==> config.mk <==
export PLATFORM = sky130hd
export DESIGN_NAME = cau_back
export DESIGN_NICKNAME = d
export VERILOG_FILES = /design/src/complex_arithmetic_unit_macros.svh /design/src/cau_pkg.sv /design/src/cau_back.sv
export SDC_FILE = /design/constraint.sdc
export NUM_CORES = 1
export LEC_CHECK = 0
export BUFFER_PORTS_ARGS = -buffer_cell sky130_fd_sc_hd__buf_2
export CELL_PAD_IN_SITES_DETAIL_PLACEMENT = 1
export CELL_PAD_IN_SITES_GLOBAL_PLACEMENT = 1
export CORE_AREA = 2 2 235 237
export CTS_BUF_LIST = sky130_fd_sc_hd__clkbuf_4 sky130_fd_sc_hd__clkbuf_8
export DETAILED_ROUTE_END_ITERATION = 10
export DIE_AREA = 0 0 237 239
export GPL_ROUTABILITY_DRIVEN = 0
export PLACE_DENSITY_LB_ADDON = 0.1
export SYNTH_ARGS = -nofsm -noshare
export SYNTH_HDL_FRONTEND = slang
export SYNTH_SLANG_ARGS = --single-unit
==> constraint.sdc <==
create_clock -name clk -period 0.8 [get_ports clk]
set_clock_uncertainty 0.05 [all_clocks]
set_input_delay 0.08 -clock clk [delete_from_list [all_inputs] [get_ports clk]]
set_output_delay 0.08 -clock clk [all_outputs]
set_load 0.05 [all_outputs]
==> src/complex_arithmetic_unit_macros.svh <==
// assertion macros for the complex arithmetic unit
`ifndef COMPLEX_ARITHMETIC_UNIT_MACROS_SVH
`define COMPLEX_ARITHMETIC_UNIT_MACROS_SVH
`ifndef SYNTHESIS
`define CAU_ASSERT_IMP(lbl, ante, cons, msg) \
	lbl: assert property (@(posedge clk) disable iff (!arst_n) (ante) |-> cons) \
		else $error(msg);
`define CAU_ASSERT_NEVER(lbl, cond, msg) \
	lbl: assert property (@(posedge clk) disable iff (!arst_n) !(cond)) \
		else $error(msg);
`else
`define CAU_ASSERT_IMP(lbl, ante, cons, msg)
`define CAU_ASSERT_NEVER(lbl, cond, msg)
`endif
`endif

==> src/cau_pkg.sv <==
// shared types, codes and helpers of the complex arithmetic unit
package cau_pkg;

	localparam int CAU_FRAC_BITS = 28;
	// quotient bits produced, one per divider stage (value * 2 before rounding)
	localparam int CAU_QBITS = 34;
	// square root digits, one per stage in the last stages of the divider row
	localparam int CAU_ROOT_BITS = 32;

	localparam logic [2:0] OP_ADD = 3'd0;
	localparam logic [2:0] OP_MUL = 3'd1;
	localparam logic [2:0] OP_DIV = 3'd2;
	localparam logic [2:0] OP_MOD = 3'd3;
	localparam logic [2:0] OP_EQ  = 3'd4;

	typedef struct packed {
		logic [2:0]         op;
		logic signed [31:0] a_re;
		logic signed [31:0] a_im;
		logic signed [31:0] b_re;
		logic signed [31:0] b_im;
	} cau_in_t;

	typedef struct packed {
		logic signed [31:0] res_re;
		logic signed [31:0] res_im;
		logic               is_equal;
		logic               div_by_zero;
		logic               overflowed;
	} cau_out_t;

	typedef struct packed {
		logic        ovf;
		logic [31:0] val;
	} cau_sat_t;

	// working state of one item in the divider / square root row
	typedef struct packed {
		logic [2:0]   op;
		logic         neg_re;
		logic         neg_im;
		logic         dz;
		logic         qovf_re;
		logic         qovf_im;
		logic [63:0]  den;
		logic [63:0]  mag_re;
		logic [63:0]  mag_im;
		logic [63:0]  rem_re;
		logic [63:0]  rem_im;
		logic [CAU_QBITS-1:0] quo_re;
		logic [CAU_QBITS-1:0] quo_im;
		logic [34:0]  srem;
		logic [CAU_ROOT_BITS-1:0] root;
		cau_out_t     res;
	} cau_stage_t;

	// sign and magnitude to 32-bit two's complement with saturation
	function automatic cau_sat_t cau_clamp(input logic neg, input logic [64:0] mag);
		cau_sat_t s;
		if (neg) begin
			s.ovf = mag > 65'h0_8000_0000;
			s.val = s.ovf ? 32'h8000_0000 : 32'd0 - mag[31:0];
		end else begin
			s.ovf = mag > 65'h0_7FFF_FFFF;
			s.val = s.ovf ? 32'h7FFF_FFFF : mag[31:0];
		end
		return s;
	endfunction

	function automatic logic [32:0] cau_abs33(input logic signed [32:0] v);
		logic signed [32:0] n;
		n = -v;
		return v[32] ? n : v;
	endfunction

endpackage

==> src/cau_back.sv <==
// last stage: quotient and root rounding, saturation, result select
module cau_back import cau_pkg::*; (
	input  logic       clk,
	input  logic       arst_n,
	input  logic       in_valid,
	input  cau_stage_t st_in,
	output logic       done,
	output cau_out_t   result
);

	localparam logic [64:0] BIG = 65'(1) << 40;

	logic [CAU_QBITS:0]   inc_re, inc_im;
	logic [CAU_QBITS-1:0] rnd_re, rnd_im;
	logic [32:0]          sq;
	cau_sat_t             q_re, q_im, s_mod;
	cau_out_t             res_n, res_q;
	logic                 done_q;

	always_comb begin
		inc_re = ((CAU_QBITS + 1)'(st_in.quo_re) + (CAU_QBITS + 1)'(1)) >> 1;
		inc_im = ((CAU_QBITS + 1)'(st_in.quo_im) + (CAU_QBITS + 1)'(1)) >> 1;
		rnd_re = inc_re[CAU_QBITS-1:0];
		rnd_im = inc_im[CAU_QBITS-1:0];
		q_re   = cau_clamp(st_in.neg_re, st_in.qovf_re ? BIG : 65'(rnd_re));
		q_im   = cau_clamp(st_in.neg_im, st_in.qovf_im ? BIG : 65'(rnd_im));
		sq     = 33'(st_in.root) + 33'(st_in.srem > 35'(st_in.root));
		s_mod  = cau_clamp(1'b0, 65'(sq));

		res_n = '0;
		case (st_in.op)
			OP_ADD, OP_MUL, OP_EQ: begin
				res_n = st_in.res;
			end
			OP_DIV: begin
				if (st_in.dz) begin
					res_n.div_by_zero = 1'b1;
				end else begin
					res_n.res_re     = q_re.val;
					res_n.res_im     = q_im.val;
					res_n.overflowed = q_re.ovf | q_im.ovf;
				end
			end
			OP_MOD: begin
				res_n.res_re     = s_mod.val;
				res_n.overflowed = s_mod.ovf;
			end
			default: begin
				res_n = '0;
			end
		endcase
	end

	always_ff @(posedge clk or negedge arst_n) begin
		if (!arst_n) begin
			done_q <= 1'b0;
		end else begin
			done_q <= in_valid;
		end
	end

	always_ff @(posedge clk) begin
		res_q <= res_n;
	end

	assign done   = done_q;
	assign result = res_q;

endmodule

==> impl_metrics.csv <==
group,metric,value,unit
run_status,outcome,"finished, violations left",
run_status,violations,"hold timing, setup timing",
pwr,powerDensity,922,mW/mm²
global_route,grt_pass1_vias,13200,
logic_synthesis,avgSynthCellArea,7.19,µm²
logic_synthesis,syn_nets,1743,
clock_tree,clock_sinks,68,
floorplanning,die_h,239,µm
floorplanning,fp.dieArea,0.0566,mm²
sta,worst_slack,-2260,ps
global_route,grt_max_degree,62,
pwr,power.switching,6.62,mW
critical_path,start_kind,"primary input",
sta,setup_tns,-152510,ps
sta,min_period,3060,ps
critical_path,max_stage_delay,270,ps
sta,fmax,0.327,GHz
logic_synthesis,yosysTopAreaCell,"dfxtp_1",
critical_path,crit_fanout,8,
critical_path,endpoint_kind,"flop",
clock_tree,cts_tree,"built",
global_route,grt_pass1_wl,81500,µm
min_path,hp-class,"in -> reg",
logic_synthesis,synth_top_area_share,15.9,%
clock_tree,htreeDepth,3,
finish,final_util,32.8,%
floorplanning,num_rows,86,
logic_synthesis,synth_commonest_cells,"nor2_1, nand2_1, o21ai_0",
finish,fillCellCount,6411,
sta,hold_viol_final,20,
route,drt_wl_total,55400,µm
clock_tree,clock_path_buffers,2,
logic_synthesis,synth-main-ff-cell,"dfxtp_1",
sta,setup_viol,133,
sta,slew_viol_final,0,
job,cap_violations,0,
finish,fin_cells,2664,
logic_synthesis,yosys-top-cells-area,"dfxtp_1, xnor2_1, ha_1",
logic_synthesis,synth_seq_cells,68,
logic_synthesis,synth_area,0.00842,mm²
pwr,pwr-share-comb,53.5,%
global_route,gr-usage-all-layers,19.1,%
global_route,gr-total-overflow,0,
place,dpl.cell_count,2539,
critical_path,cp_common_cell,"a21o_1",
global_route,antenna_found_initial,8,
pwr,pwr-share-seq,24.3,%
floorplanning,dieWidth,237,µm
floorplanning,initial_core_util,15.5,%
place,dp_hpwl,45300,µm
clock_tree,cts_buffers,9,
critical_path,required,1060,ps
route,via_count,12400,
pwr,swShare,40.4,%
sta,hold_ws,-150,ps
logic_synthesis,synth_edf_count,0,
place,place_worst_setup_slack,-3010,ps
logic_synthesis,ys_seq_area_share,16.2,%
sta,rsz0062_at_grt,"yes",
place,dpl_cell_area,0.0144,mm²
pwr,p_int,9.78,mW
route,drc_errors,0,
logic_synthesis,syn_inst,1170,
pwr,fin_total_pwr,16.4,mW
sta,tightest_slew,565,ps
pwr,ir_worst_vdd,0.991,mV
critical_path,crit_slowest_cell,"a221o_1",
finish,nets,2527,
route,wl_per_cell,20.8,µm
logic_synthesis,yosysUniqueCellTypes,87,
pwr,cellLeakagePower,7.69,nW
floorplanning,io_pins,601,
route,viasPerCell,4.64,
finish,drive_above_1_share,57.3,%
clock_tree,clk_pin_slew,100,ps
finish,final_area,0.0178,mm²
sta,relSlewSlack,61.9,%
logic_synthesis,ys_async_sr_fraction,1.47,%
critical_path,crit_chain,"buf_2, inv_2, ha_4, a21o_1, a21o_1, a21o_1, a21o_1, a21o_1, a21oi_1, nor2_1, nor2_2, a22oi_2, ha_2, nand4_1, nor2_2, and2_4, and3_4, mux2i_4, buf_12, a221o_1, a221o_1",
logic_synthesis,yosysMostFrequentCell,"nor2_1",
clock_tree,hold_buffers,51,
pwr,clock_power_share,22.1,%
place,io_buffer_count,280,
clock_tree,clockRootBuffer,"clkbuf_8",
finish,area.growth.synth_to_final,111,%
critical_path,worstSetupPathType,"in -> reg",
sta,finalCritPeriodShare,382,%
route,drtAntennaViolNets,0,
route,drt-initial-drc-count,435,
logic_synthesis,ys_warn_count,0,
critical_path,worstPathArrival,3310,ps
route,first_pass_iters,5,
floorplanning,coreArea,0.0543,mm²
==> layout make-up <==
cell class | instances | area, µm² | share of cell area [%]
multi-input cells | 987 | 8110 | 45.5
repair buffers | 837 | 6900 | 38.7
flip-flops and latches | 68 | 1490 | 8.34
well taps | 704 | 881 | 4.95
inverters | 51 | 201 | 1.13
clock buffers | 11 | 139 | 0.780
clock inverters | 5 | 86.3 | 0.485
diodes | 1 | 2.50 | 0.0141
==> layer usage <==
metal | wire length [µm] | up-vias | GRT usage, %
li1 | - | 6017 | -
met1 | 24400 | 6014 | 23.8
met2 | 27300 | 252 | 33.8
met3 | 2350 | 64 | 3.61
met4 | 1240 | 12 | 4.81
met5 | 71 | - | 0
==> power groups by stage <==
stage / clock [mW] / combinational, mW / sequential (mW)
finish: 3.63 / 8.78 / 3.99
global route: 3.92 / 9.41 / 4.02
CTS: 3.79 / 8.43 / 4.00
detailed placement: 0 / 7.14 / 3.92
global placement: 0 / 7.09 / 3.94
floorplan: 0 / 2.53 / 4.80
==> logic make-up after synthesis <==
kind of cell	count (synthesis)	share of synthesized area (%)
flip-flops	68	16.2
multiplexers	24	2.99
AO/OA/AOI/OAI	310	26.3
buffers and inverters	115	5.37
XOR/XNOR	90	9.37
adder cells (fa/ha/maj)	40	5.95
AND/OR/NAND/NOR	523	33.8
==> final timing paths <==
kind	start	to	slack, ps	cells past startpoint
min in group asynchronous	arst_n	done	430	3
min	st_in[49]	result[49]	-150	3
max in group asynchronous	arst_n	done	170	3
max	st_in[87]	result[41]	-2260	21
==> layout by cell type (no fill, tap or decap), drive strengths merged, types with 8 or more instances in the layout <==
cell type / count
mux2i: 15
a221oi: 32
xnor2: 60
dlygate4sd3: 49
and4: 20
o22ai: 14
ha: 40
nor2: 113
or2: 8
a21oi: 43
o21ai: 84
nor2b: 21
a21o: 12
mux2: 9
or3: 24
o31ai: 25
a22o: 10
clkbuf: 13
buf: 785
or4: 15
nor4: 31
and3: 18
inv: 49
nor3: 32
dfxtp: 67
and2: 17
xor2: 30
nand3: 45
nand2: 94
nand4: 58
==> sequential cells by signal (all words and copies together) (netlist names) <==
register  count
result       67
done          1
==> critical path, delay by kind of cell <==
family,cells,cell delay [ps]
adders and majority gates,2,450
buffers and inverters,3,330
and+or+nand+nor,6,650
AOI/OAI and AO/OA,9,1600
muxes,1,230
==> timing repair <==
action	4_1_cts	5_1_grt
resized for setup	441	109
hold endpoints to repair	68	22
cloned	3	2
setup buffers	31	26
endpoints found under the setup margin	134	135
pin swaps	82	64
No activity file was read; power rests on OpenSTA's default activity.
