$ cat src/complex_arithmetic_unit_macros.svh
// assertion macros for the complex arithmetic unit
`ifndef COMPLEX_ARITHMETIC_UNIT_MACROS_SVH
`define COMPLEX_ARITHMETIC_UNIT_MACROS_SVH
`ifndef SYNTHESIS
`define CAU_ASSERT_IMP(lbl, ante, cons, msg) \
	lbl: assert property (@(posedge clk) disable iff (!arst_n) (ante) |-> cons) \
		else $error(msg);
`define CAU_ASSERT_NEVER(lbl, cond, msg) \
	lbl: assert property (@(posedge clk) disable iff (!arst_n) !(cond)) \
		else $error(msg);
`else
`define CAU_ASSERT_IMP(lbl, ante, cons, msg)
`define CAU_ASSERT_NEVER(lbl, cond, msg)
`endif
`endif

$ cat src/cau_pkg.sv
// shared types, codes and helpers of the complex arithmetic unit
package cau_pkg;

	localparam int CAU_FRAC_BITS = 28;
	// quotient bits produced, one per divider stage (value * 2 before rounding)
	localparam int CAU_QBITS = 34;
	// square root digits, one per stage in the last stages of the divider row
	localparam int CAU_ROOT_BITS = 32;

	localparam logic [2:0] OP_ADD = 3'd0;
	localparam logic [2:0] OP_MUL = 3'd1;
	localparam logic [2:0] OP_DIV = 3'd2;
	localparam logic [2:0] OP_MOD = 3'd3;
	localparam logic [2:0] OP_EQ  = 3'd4;

	typedef struct packed {
		logic [2:0]         op;
		logic signed [31:0] a_re;
		logic signed [31:0] a_im;
		logic signed [31:0] b_re;
		logic signed [31:0] b_im;
	} cau_in_t;

	typedef struct packed {
		logic signed [31:0] res_re;
		logic signed [31:0] res_im;
		logic               is_equal;
		logic               div_by_zero;
		logic               overflowed;
	} cau_out_t;

	typedef struct packed {
		logic        ovf;
		logic [31:0] val;
	} cau_sat_t;

	// working state of one item in the divider / square root row
	typedef struct packed {
		logic [2:0]   op;
		logic         neg_re;
		logic         neg_im;
		logic         dz;
		logic         qovf_re;
		logic         qovf_im;
		logic [63:0]  den;
		logic [63:0]  mag_re;
		logic [63:0]  mag_im;
		logic [63:0]  rem_re;
		logic [63:0]  rem_im;
		logic [CAU_QBITS-1:0] quo_re;
		logic [CAU_QBITS-1:0] quo_im;
		logic [34:0]  srem;
		logic [CAU_ROOT_BITS-1:0] root;
		cau_out_t     res;
	} cau_stage_t;

	// sign and magnitude to 32-bit two's complement with saturation
	function automatic cau_sat_t cau_clamp(input logic neg, input logic [64:0] mag);
		cau_sat_t s;
		if (neg) begin
			s.ovf = mag > 65'h0_8000_0000;
			s.val = s.ovf ? 32'h8000_0000 : 32'd0 - mag[31:0];
		end else begin
			s.ovf = mag > 65'h0_7FFF_FFFF;
			s.val = s.ovf ? 32'h7FFF_FFFF : mag[31:0];
		end
		return s;
	endfunction

	function automatic logic [32:0] cau_abs33(input logic signed [32:0] v);
		logic signed [32:0] n;
		n = -v;
		return v[32] ? n : v;
	endfunction

endpackage

$ cat src/cau_div_step.sv
// one divider stage: a quotient bit for each part and, in the last stages of the row, a square root digit
module cau_div_step import cau_pkg::*; #(
	parameter int FRAC_BITS = CAU_FRAC_BITS,
	parameter int K         = 0
) (
	input  logic       clk,
	input  logic       arst_n,
	input  logic       in_valid,
	input  cau_stage_t st_in,
	output logic       out_valid,
	output cau_stage_t st_out
);

	localparam bit HAS_BIT = K > FRAC_BITS;
	localparam int BIT     = HAS_BIT ? K - FRAC_BITS - 1 : 0;

	logic        nb_re, nb_im, ge_re, ge_im;
	logic [64:0] t_re, t_im, d_re, d_im, den_x;
	logic [34:0] srem_n;
	logic [CAU_ROOT_BITS-1:0] root_n;
	cau_stage_t  st_n, st_q;
	logic        v_q;

	if (K < CAU_ROOT_BITS) begin : g_sqrt
		logic [34:0] st_t, st_trial;
		logic        st_ge;
		always_comb begin
			st_t     = {st_in.srem[32:0], st_in.den[2*K+1 -: 2]};
			st_trial = {1'b0, st_in.root, 2'b01};
			st_ge    = st_t >= st_trial;
			srem_n   = st_ge ? st_t - st_trial : st_t;
			root_n   = {st_in.root[CAU_ROOT_BITS-2:0], st_ge};
		end
	end else begin : g_pass
		assign srem_n = st_in.srem;
		assign root_n = st_in.root;
	end

	always_comb begin
		nb_re = HAS_BIT ? st_in.mag_re[BIT] : 1'b0;
		nb_im = HAS_BIT ? st_in.mag_im[BIT] : 1'b0;
		den_x = {1'b0, st_in.den};
		t_re  = {st_in.rem_re, nb_re};
		t_im  = {st_in.rem_im, nb_im};
		d_re  = t_re - den_x;
		d_im  = t_im - den_x;
		ge_re = t_re >= den_x;
		ge_im = t_im >= den_x;

		st_n        = st_in;
		st_n.rem_re = ge_re ? d_re[63:0] : t_re[63:0];
		st_n.rem_im = ge_im ? d_im[63:0] : t_im[63:0];
		st_n.quo_re = {st_in.quo_re[CAU_QBITS-2:0], ge_re};
		st_n.quo_im = {st_in.quo_im[CAU_QBITS-2:0], ge_im};
		st_n.srem   = srem_n;
		st_n.root   = root_n;
	end

	always_ff @(posedge clk or negedge arst_n) begin
		if (!arst_n) begin
			v_q <= 1'b0;
		end else begin
			v_q <= in_valid;
		end
	end

	always_ff @(posedge clk) begin
		st_q <= st_n;
	end

	assign out_valid = v_q;
	assign st_out    = st_q;

endmodule

$ cat config.mk
export PLATFORM = sky130hd
export DESIGN_NAME = cau_div_step
export DESIGN_NICKNAME = d
export VERILOG_FILES = /design/src/complex_arithmetic_unit_macros.svh /design/src/cau_pkg.sv /design/src/cau_div_step.sv
export SDC_FILE = /design/constraint.sdc
export NUM_CORES = 1
export LEC_CHECK = 0
export BUFFER_PORTS_ARGS = -buffer_cell sky130_fd_sc_hd__buf_4
export CORE_AREA = 2 2 410 412
export CTS_CLUSTER_DIAMETER = 150
export CTS_CLUSTER_SIZE = 28
export DETAILED_ROUTE_END_ITERATION = 8
export DIE_AREA = 0 0 412 414
export PLACE_DENSITY = 0.31
export SLEW_MARGIN = 30
export SYNTH_ARGS = -nofsm -noshare
export SYNTH_HDL_FRONTEND = slang
export SYNTH_SLANG_ARGS = --single-unit
$ cat constraint.sdc
create_clock -name clk -period 0.8 [get_ports clk]
set_input_delay 0 -clock clk [delete_from_list [all_inputs] [get_ports clk]]
set_output_delay 0 -clock clk [all_outputs]
set_load 0.02 [all_outputs]
==> out/summary.txt, run 1 <==
CP Launch Point -> st_in[459]
Post-DP HPWL -> 152600 um
Seq/Total Area, Yosys -> 47.31%
Worst Path Class, Setup -> in -> reg
top_reg_cell synth -> dfxtp_1
cell-by-cell listing of the critical path -> buf_12, inv_12, ha_4, nor2b_4, o211ai_1, buf_4, a2111o_1, buf_6, nand3_4, o2111ai_4, a21oi_4, a41oi_4, o21ba_4, buf_12, nor4_4, nor3_2
largest net degree at the start of global routing -> 30
most frequent CP cell -> buf_12
Critical Path RT -> 1.37 ns
failing checks -> hold timing, setup timing
root buffer cell -> clkbuf_16
initial detailed-routing violation count -> 1227
Crit. End Element -> register
clock network power share -> 21.8%
Internal -> 57.82 mW
static leakage -> 25.06 nW
Yosys top cell by area -> dfxtp_1
Startpoint Class -> input port
WL/cell -> 25.35 um
Fmax achieved -> 422.1 MHz
combinational share of power -> 43.1%
final period utilization -> 296.1%
Rel. slew slack -> 46.87%
Post-synth ARST share -> 0.1883%
CTS tree -> yes
Die W -> 412 um
Post-synth top cells -> dfxtp_1, nand2_1, a21oi_1
via count -> 28.75k
pre-CTS setup slack -> -2.755 ns
core area -> 166300 sq um
Util after Layout -> 33.64%
first-pass GRT wire length -> 248000 um
Ports -> 1064
syn_area_per_cell -> 9.266 sq um
Synth top area share -> 47.20%
fin nets -> 5825
Seq pwr share -> 35.0%
total CTS buffers -> 30
synth top area cells -> dfxtp_1, ha_1, a21oi_1
First-pass DRT Iterations -> 5
hold_ws -> -0.6152 ns
DRT antenna net count -> 0
RePlAce Congestion -> 0.8764
Residual DRC -> 0
clock period minus final worst setup slack -> 2.369 ns
FILL cells -> 17.18k
GRT overflow -> 0
initial antenna violation count -> 64
worst min-delay path class -> in -> reg
share of post-route cells with drive strength above 1 -> 58.93%
clock slew at reported path FFs -> 0.11 ns
Power Density -> 1616 nW/um^2
DP Area -> 39850 sq um
# rows -> 150
CP peak stage delay -> 0.41 ns
Post-synth EDFFs -> 0
Synth cell types -> 90
detailed-route vias per instance -> 3.905
Max rail drop VDD -> 1.771 mV
# Max-Cap Violations -> 0
Final Setup Violations -> 698
crit path to -> st_out[301]
Syn-to-layout area delta -> 148.8%
slack of the critical path -> -1.569 ns
Initial Utilization -> 13.52%
final WL -> 186600 um
Syn Inst Count -> 2426
outcome -> finished, violations left
crit path max fanout -> 4
final instance area -> 55940 sq um
setup_tns -> -444.79 ns
RSZ-0062 raised after global routing -> true
CTS H-tree depth -> 1
Slew Viols, Final -> 0
leading cell type by number of instances after synthesis -> dfxtp_1
syn nets -> 3123
Worst Path Arrival -> 2.94 ns
Post-Syn Area -> 22480 sq um
Die H -> 414 um
vias in the first global route -> 30.48k
flops & latches, synth -> 531
clk sinks -> 531
Net Switching -> 32.55 mW
Hold Vio Cnt, Final -> 76
warnings from Yosys -> 0
I/O Buffers -> 1059
sw frac -> 36.02%
slowest CP cell -> a2111o_1
Die ar. -> 170600 sq um
Worst Max-Slew Pin Slew -> 0.7769 ns
total global routing track utilization -> 20.84%
CTS Buffer Depth -> 3
[worst max-delay path, delay by kind of cell]
family,cells,cell delay [ns]
AO/OA/AOI/OAI,6,1.49
AND/OR/NAND/NOR,4,0.54
adder cells (fa/ha/maj),1,0.26
buffers and inverters,5,0.63
[power groups by stage]
stage	Sequential, mW	Clock, mW	Combinational [mW]
after floorplan	34.0	0	9.36
after global placement	31.2	0	29.9
after detailed placement	31.1	0	29.7
after CTS	31.7	20.9	37.9
after global routing	31.9	21.5	41.4
final	31.7	19.7	39.0
[flip-flops by register name, indices dropped and copies added, names as in the netlist]
name,flops
st_out,530
out_valid,1
[layout make-up]
class	instances	area, sq um	share of cell area, %
timing repair buffer	2765	26320	47.05
multi-input combinational	1649	13700	24.49
timing repair inverter	1	16.27	0.02908
clock inverter	18	280.3	0.5010
inverter	150	710.7	1.270
clock buffer	31	754.5	1.349
antenna	14	35.03	0.06263
sequential	531	11360	20.31
tap	2204	2758	4.930
[cells by family (layout without fill, tap and decap cells)]
kind of cell | count (synthesis) | in the layout | share of synthesized area, %
buf+inv | 246 | 2965 | 4.614
xor+xnor | 137 | 137 | 5.338
fa+ha+maj | 164 | 164 | 9.195
other cells | 0 | 14 | 0
compound gates | 721 | 721 | 20.24
flops | 531 | 531 | 47.31
mux | 13 | 13 | 0.6401
simple gates | 614 | 614 | 12.66
[timing repair]
item                       4_1_cts  5_1_grt
hold buffers                   740       60
resized for setup             1534      233
pin swaps                      116      107
hold endpoints to repair       529      122
buffers inserted                73       38
setup endpoints to repair      697      697
cloned                          21        7
[worst min path at each step]
stage                     startpoint          end  depth (start not counted)
after detailed placement      arst_n    out_valid                          1
final                     st_in[469]  st_out[469]                          1
after floorplan               arst_n    out_valid                          0
after CTS                 st_in[464]  st_out[464]                          1
after global routing      st_in[469]  st_out[469]                          1
after global placement        arst_n    out_valid                          1
[cell usage in the layout (no fill, tap or decap), types with 15 or more instances in the layout]
cell type | netlist | layout
nand2b_1 | 18 | 17
o21ai_1 | 5 | 50
nand2_4 | 0 | 27
nand2_1 | 249 | 165
o21ai_0 | 191 | 81
nor2_2 | 0 | 15
nor3_1 | 33 | 30
buf_8 | 0 | 49
nand4_1 | 55 | 55
dfxtp_1 | 530 | 19
buf_16 | 0 | 20
o21a_1 | 22 | 22
buf_12 | 0 | 69
a21oi_1 | 217 | 144
buf_6 | 9 | 499
o31ai_4 | 1 | 15
o21bai_1 | 41 | 38
xor2_1 | 55 | 52
a21o_1 | 81 | 81
clkbuf_16 | 0 | 35
nor2_4 | 0 | 18
o21ai_2 | 0 | 60
ha_4 | 0 | 59
dfxtp_2 | 0 | 476
buf_4 | 3 | 1335
nand3_1 | 30 | 28
dfxtp_4 | 0 | 35
nand2_2 | 0 | 57
ha_1 | 162 | 102
inv_1 | 147 | 110
dlygate4sd3_1 | 0 | 788
nor2_1 | 140 | 107
xnor2_1 | 82 | 80
a21oi_2 | 3 | 64
[per-stage QoR]
stage / instances / hold WS [ns] / power [mW]
floorplan: 2426 / -0.2956 / 43.40
global placement: 6390 / -0.2233 / 61.09
detailed placement: 6390 / -0.2235 / 60.87
CTS: 7266 / -0.6996 / 90.40
global route: 7355 / -0.6680 / 94.74
finish: 7363 / -0.6152 / 90.38
[routing by layer]
metal / vias up / part of all wire, % / GRT usage, %
met2: 839 / 51 / 38.43
met3: 201 / 5.6 / 4.207
met1: 13760 / 38 / 23.26
li1: 13920 / - / -
met4: 32 / 4.7 / 7.837
met5: - / 0.11 / 0.1131
Power figures use the tool's default switching activity.
==> run 2, diff against run 1 <==
PLACE_DENSITY = 0.35   (was 0.31)
==> run 2 against run 1 <==
The flow still finishes with violations (hold timing, setup timing); critical path type unchanged; clock power decreased by 5%; largest power group unchanged; combinational power is 2% lower; utilization down 0.60 points; critical path depth is the same; worst setup slack got worse by 0.022 ns; worst hold slack improved by 0.051 ns; flip-flop and latch count unchanged; sequential share of layout area up 0.34 points; die area did not move.
==> out/summary.txt, run 2 (synthesized netlist as in run 1, its figures left out) <==
outcome -> finished, violations left
failing checks -> hold timing, setup timing
Ports -> 1064 (unchanged)
Post-DP HPWL -> 154300 um (+1.1%)
CTS H-tree depth -> 1 (unchanged)
share of post-route cells with drive strength above 1 -> 59.63% (+0.70 points)
FILL cells -> 17.36k (+1.0%)
GRT overflow -> 0 (unchanged)
Crit. End Element -> register
slack of the critical path -> -1.591 ns (-0.02219 ns)
RSZ-0062 raised after global routing -> true
total global routing track utilization -> 20.95% (+0.10 points)
total CTS buffers -> 27 (-10%)
I/O Buffers -> 1059 (unchanged)
combinational share of power -> 43.3% (+0.2 points)
clk sinks -> 531 (unchanged)
Residual DRC -> 0 (unchanged)
Placed Instances -> 6401 (+0.17%)
multi-input logic area -> 13650 sq um (-0.38%)
CTS tree -> yes
Initial Utilization -> 13.52% (unchanged)
Hold Vio Cnt, Final -> 80 (+5.3%)
initial antenna violation count -> 76 (+19%)
initial detailed-routing violation count -> 1165 (-5.1%)
setup_tns -> -425.44 ns (+19.35 ns)
final cell count without fillers -> 7259 (-1.4%)
via count -> 28.66k (-0.34%)
final WL -> 186400 um (-0.13%)
clock network power share -> 21.0% (-0.8 points)
sw frac -> 35.44% (-0.58 points)
pre-CTS setup slack -> -2.777 ns (-0.02218 ns)
# rows -> 150 (unchanged)
fin nets -> 5714 (-1.9%)
CP delay by family, top -> compound AO/OA/AOI/OAI gates
Final Setup Violations -> 697 (-0.14%)
cell-by-cell listing of the critical path -> buf_8, buf_6, ha_4, nor2b_4, o211ai_1, buf_4, a2111o_1, nand3_4, o2111ai_4, a21oi_4, a41oi_4, buf_6, buf_6, nor2_4, mux2_4, o31ai_4
Worst Path Class, Setup -> in -> reg
Rel. slew slack -> 46.72% (-0.15 points)
crit path max fanout -> 4 (unchanged)
Internal -> 57.27 mW (-0.95%)
CP peak stage delay -> 0.41 ns (about the same)
Power Density -> 1615 nW/um^2 (about the same)
static leakage -> 24.54 nW (-2.1%)
detailed-route vias per instance -> 3.948 (+1.1%)
First-pass DRT Iterations -> 7 (+2)
largest net degree at the start of global routing -> 30 (unchanged)
DRT antenna net count -> 0 (unchanged)
Max rail drop VDD -> 1.761 mV (-0.58%)
final period utilization -> 298.9% (+2.8 points)
Tot Pwr -> 88.72 mW (-1.8%)
WL/cell -> 25.68 um (+1.3%)
crit path buf inv count -> 5 (unchanged)
CTS Buffer Depth -> 3 (unchanged)
Die W -> 412 um (unchanged)
RePlAce Congestion -> 0.8717 (-0.54%)
Seq pwr share -> 35.6% (+0.6 points)
Fmax achieved -> 418.2 MHz (-0.93%)
Util after Layout -> 33.04% (-0.60 points)
Syn-to-layout area delta -> 144.4%
max reg flops -> 530 (unchanged)
clock period minus final worst setup slack -> 2.391 ns (+0.02219 ns)
most frequent CP cell -> buf_6
Die H -> 414 um (unchanged)
worst min-delay path class -> in -> reg
Worst Path Arrival -> 3.00 ns (+0.06 ns)
Worst Max-Slew Pin Slew -> 0.7892 ns (+0.01236 ns)
Critical Path RT -> 1.40 ns (+0.03 ns)
Slew Viols, Final -> 0 (unchanged)
hold_ws -> -0.5646 ns (+0.05061 ns)
first-pass GRT wire length -> 248200 um (about the same)
slowest CP cell -> a2111o_1
root buffer cell -> clkbuf_16
commonest non-fill, non-tap cell in the layout -> buf_4
Net Switching -> 31.45 mW (-3.4%)
Startpoint Class -> input port
clock slew at reported path FFs -> 0.12 ns (about the same)
vias in the first global route -> 30.19k (-0.97%)
# Max-Cap Violations -> 0 (unchanged)
register area -> 11350 sq um (-0.13%)
most frequent cells in the layout -> buf_4, dlygate4sd3_1, dfxtp_2
core area -> 166300 sq um (unchanged)
Die ar. -> 170600 sq um (unchanged)
## run 2: repair_timing
| action | in CTS | in global routing |
|---|---|---|
| buffers inserted | 49 | 26 |
| pin swaps | 109 | 86 |
| resized for setup | 1631 | 166 |
| gates cloned | 23 | 0 |
| endpoints found under the hold margin | 529 | 125 |
| hold buffers | 667 | 62 |
| endpoints found under the setup margin | 697 | 697 |
## run 2: power groups by stage
stage	Sequential, mW	Combinational [mW]	Clock [mW]
2_1_floorplan	34.0	9.36	0
3_3_place_gp	31.2	29.8	0
3_5_place_dp	31.1	29.8	0
4_1_cts	31.7	37.9	19.6
5_1_grt	31.9	40.7	20.3
6_report	31.6	38.4	18.7
## run 2: final timing paths
kind | startpoint | to | cells past startpoint
max | st_in[266] | st_out[327] | 16
min | st_in[467] | st_out[467] | 1
max in group asynchronous | arst_n | out_valid | 3
min in group asynchronous | arst_n | out_valid | 3
## run 2: final cells by class
class,instances,area share (%)
repair buffers,2658,46.41
clock inverters,12,0.3917
clock buffers,31,1.275
well taps,2204,5.020
flip-flops and latches,531,20.65
multi-input cells,1649,24.85
diodes,24,0.1093
inverters,150,1.289
## run 2: metal layers
metal | wire length [um] | GRT usage [%] | vias up
met1 | 67460 | 22.18 | 13810
met4 | 8256 | 7.695 | 38
met2 | 97790 | 39.51 | 872
met3 | 12600 | 5.076 | 219
met5 | 297 | 0.2261 | -
li1 | - | - | 13720
## run 2: per-stage QoR
step | hold slack, ns | cell area [sq um]
global route | -0.6210 | 54900
floorplan | -0.2956 | 23720
global placement | -0.2244 | 40010
CTS | -0.6406 | 53560
detailed placement | -0.2234 | 40010
finish | -0.5646 | 54940
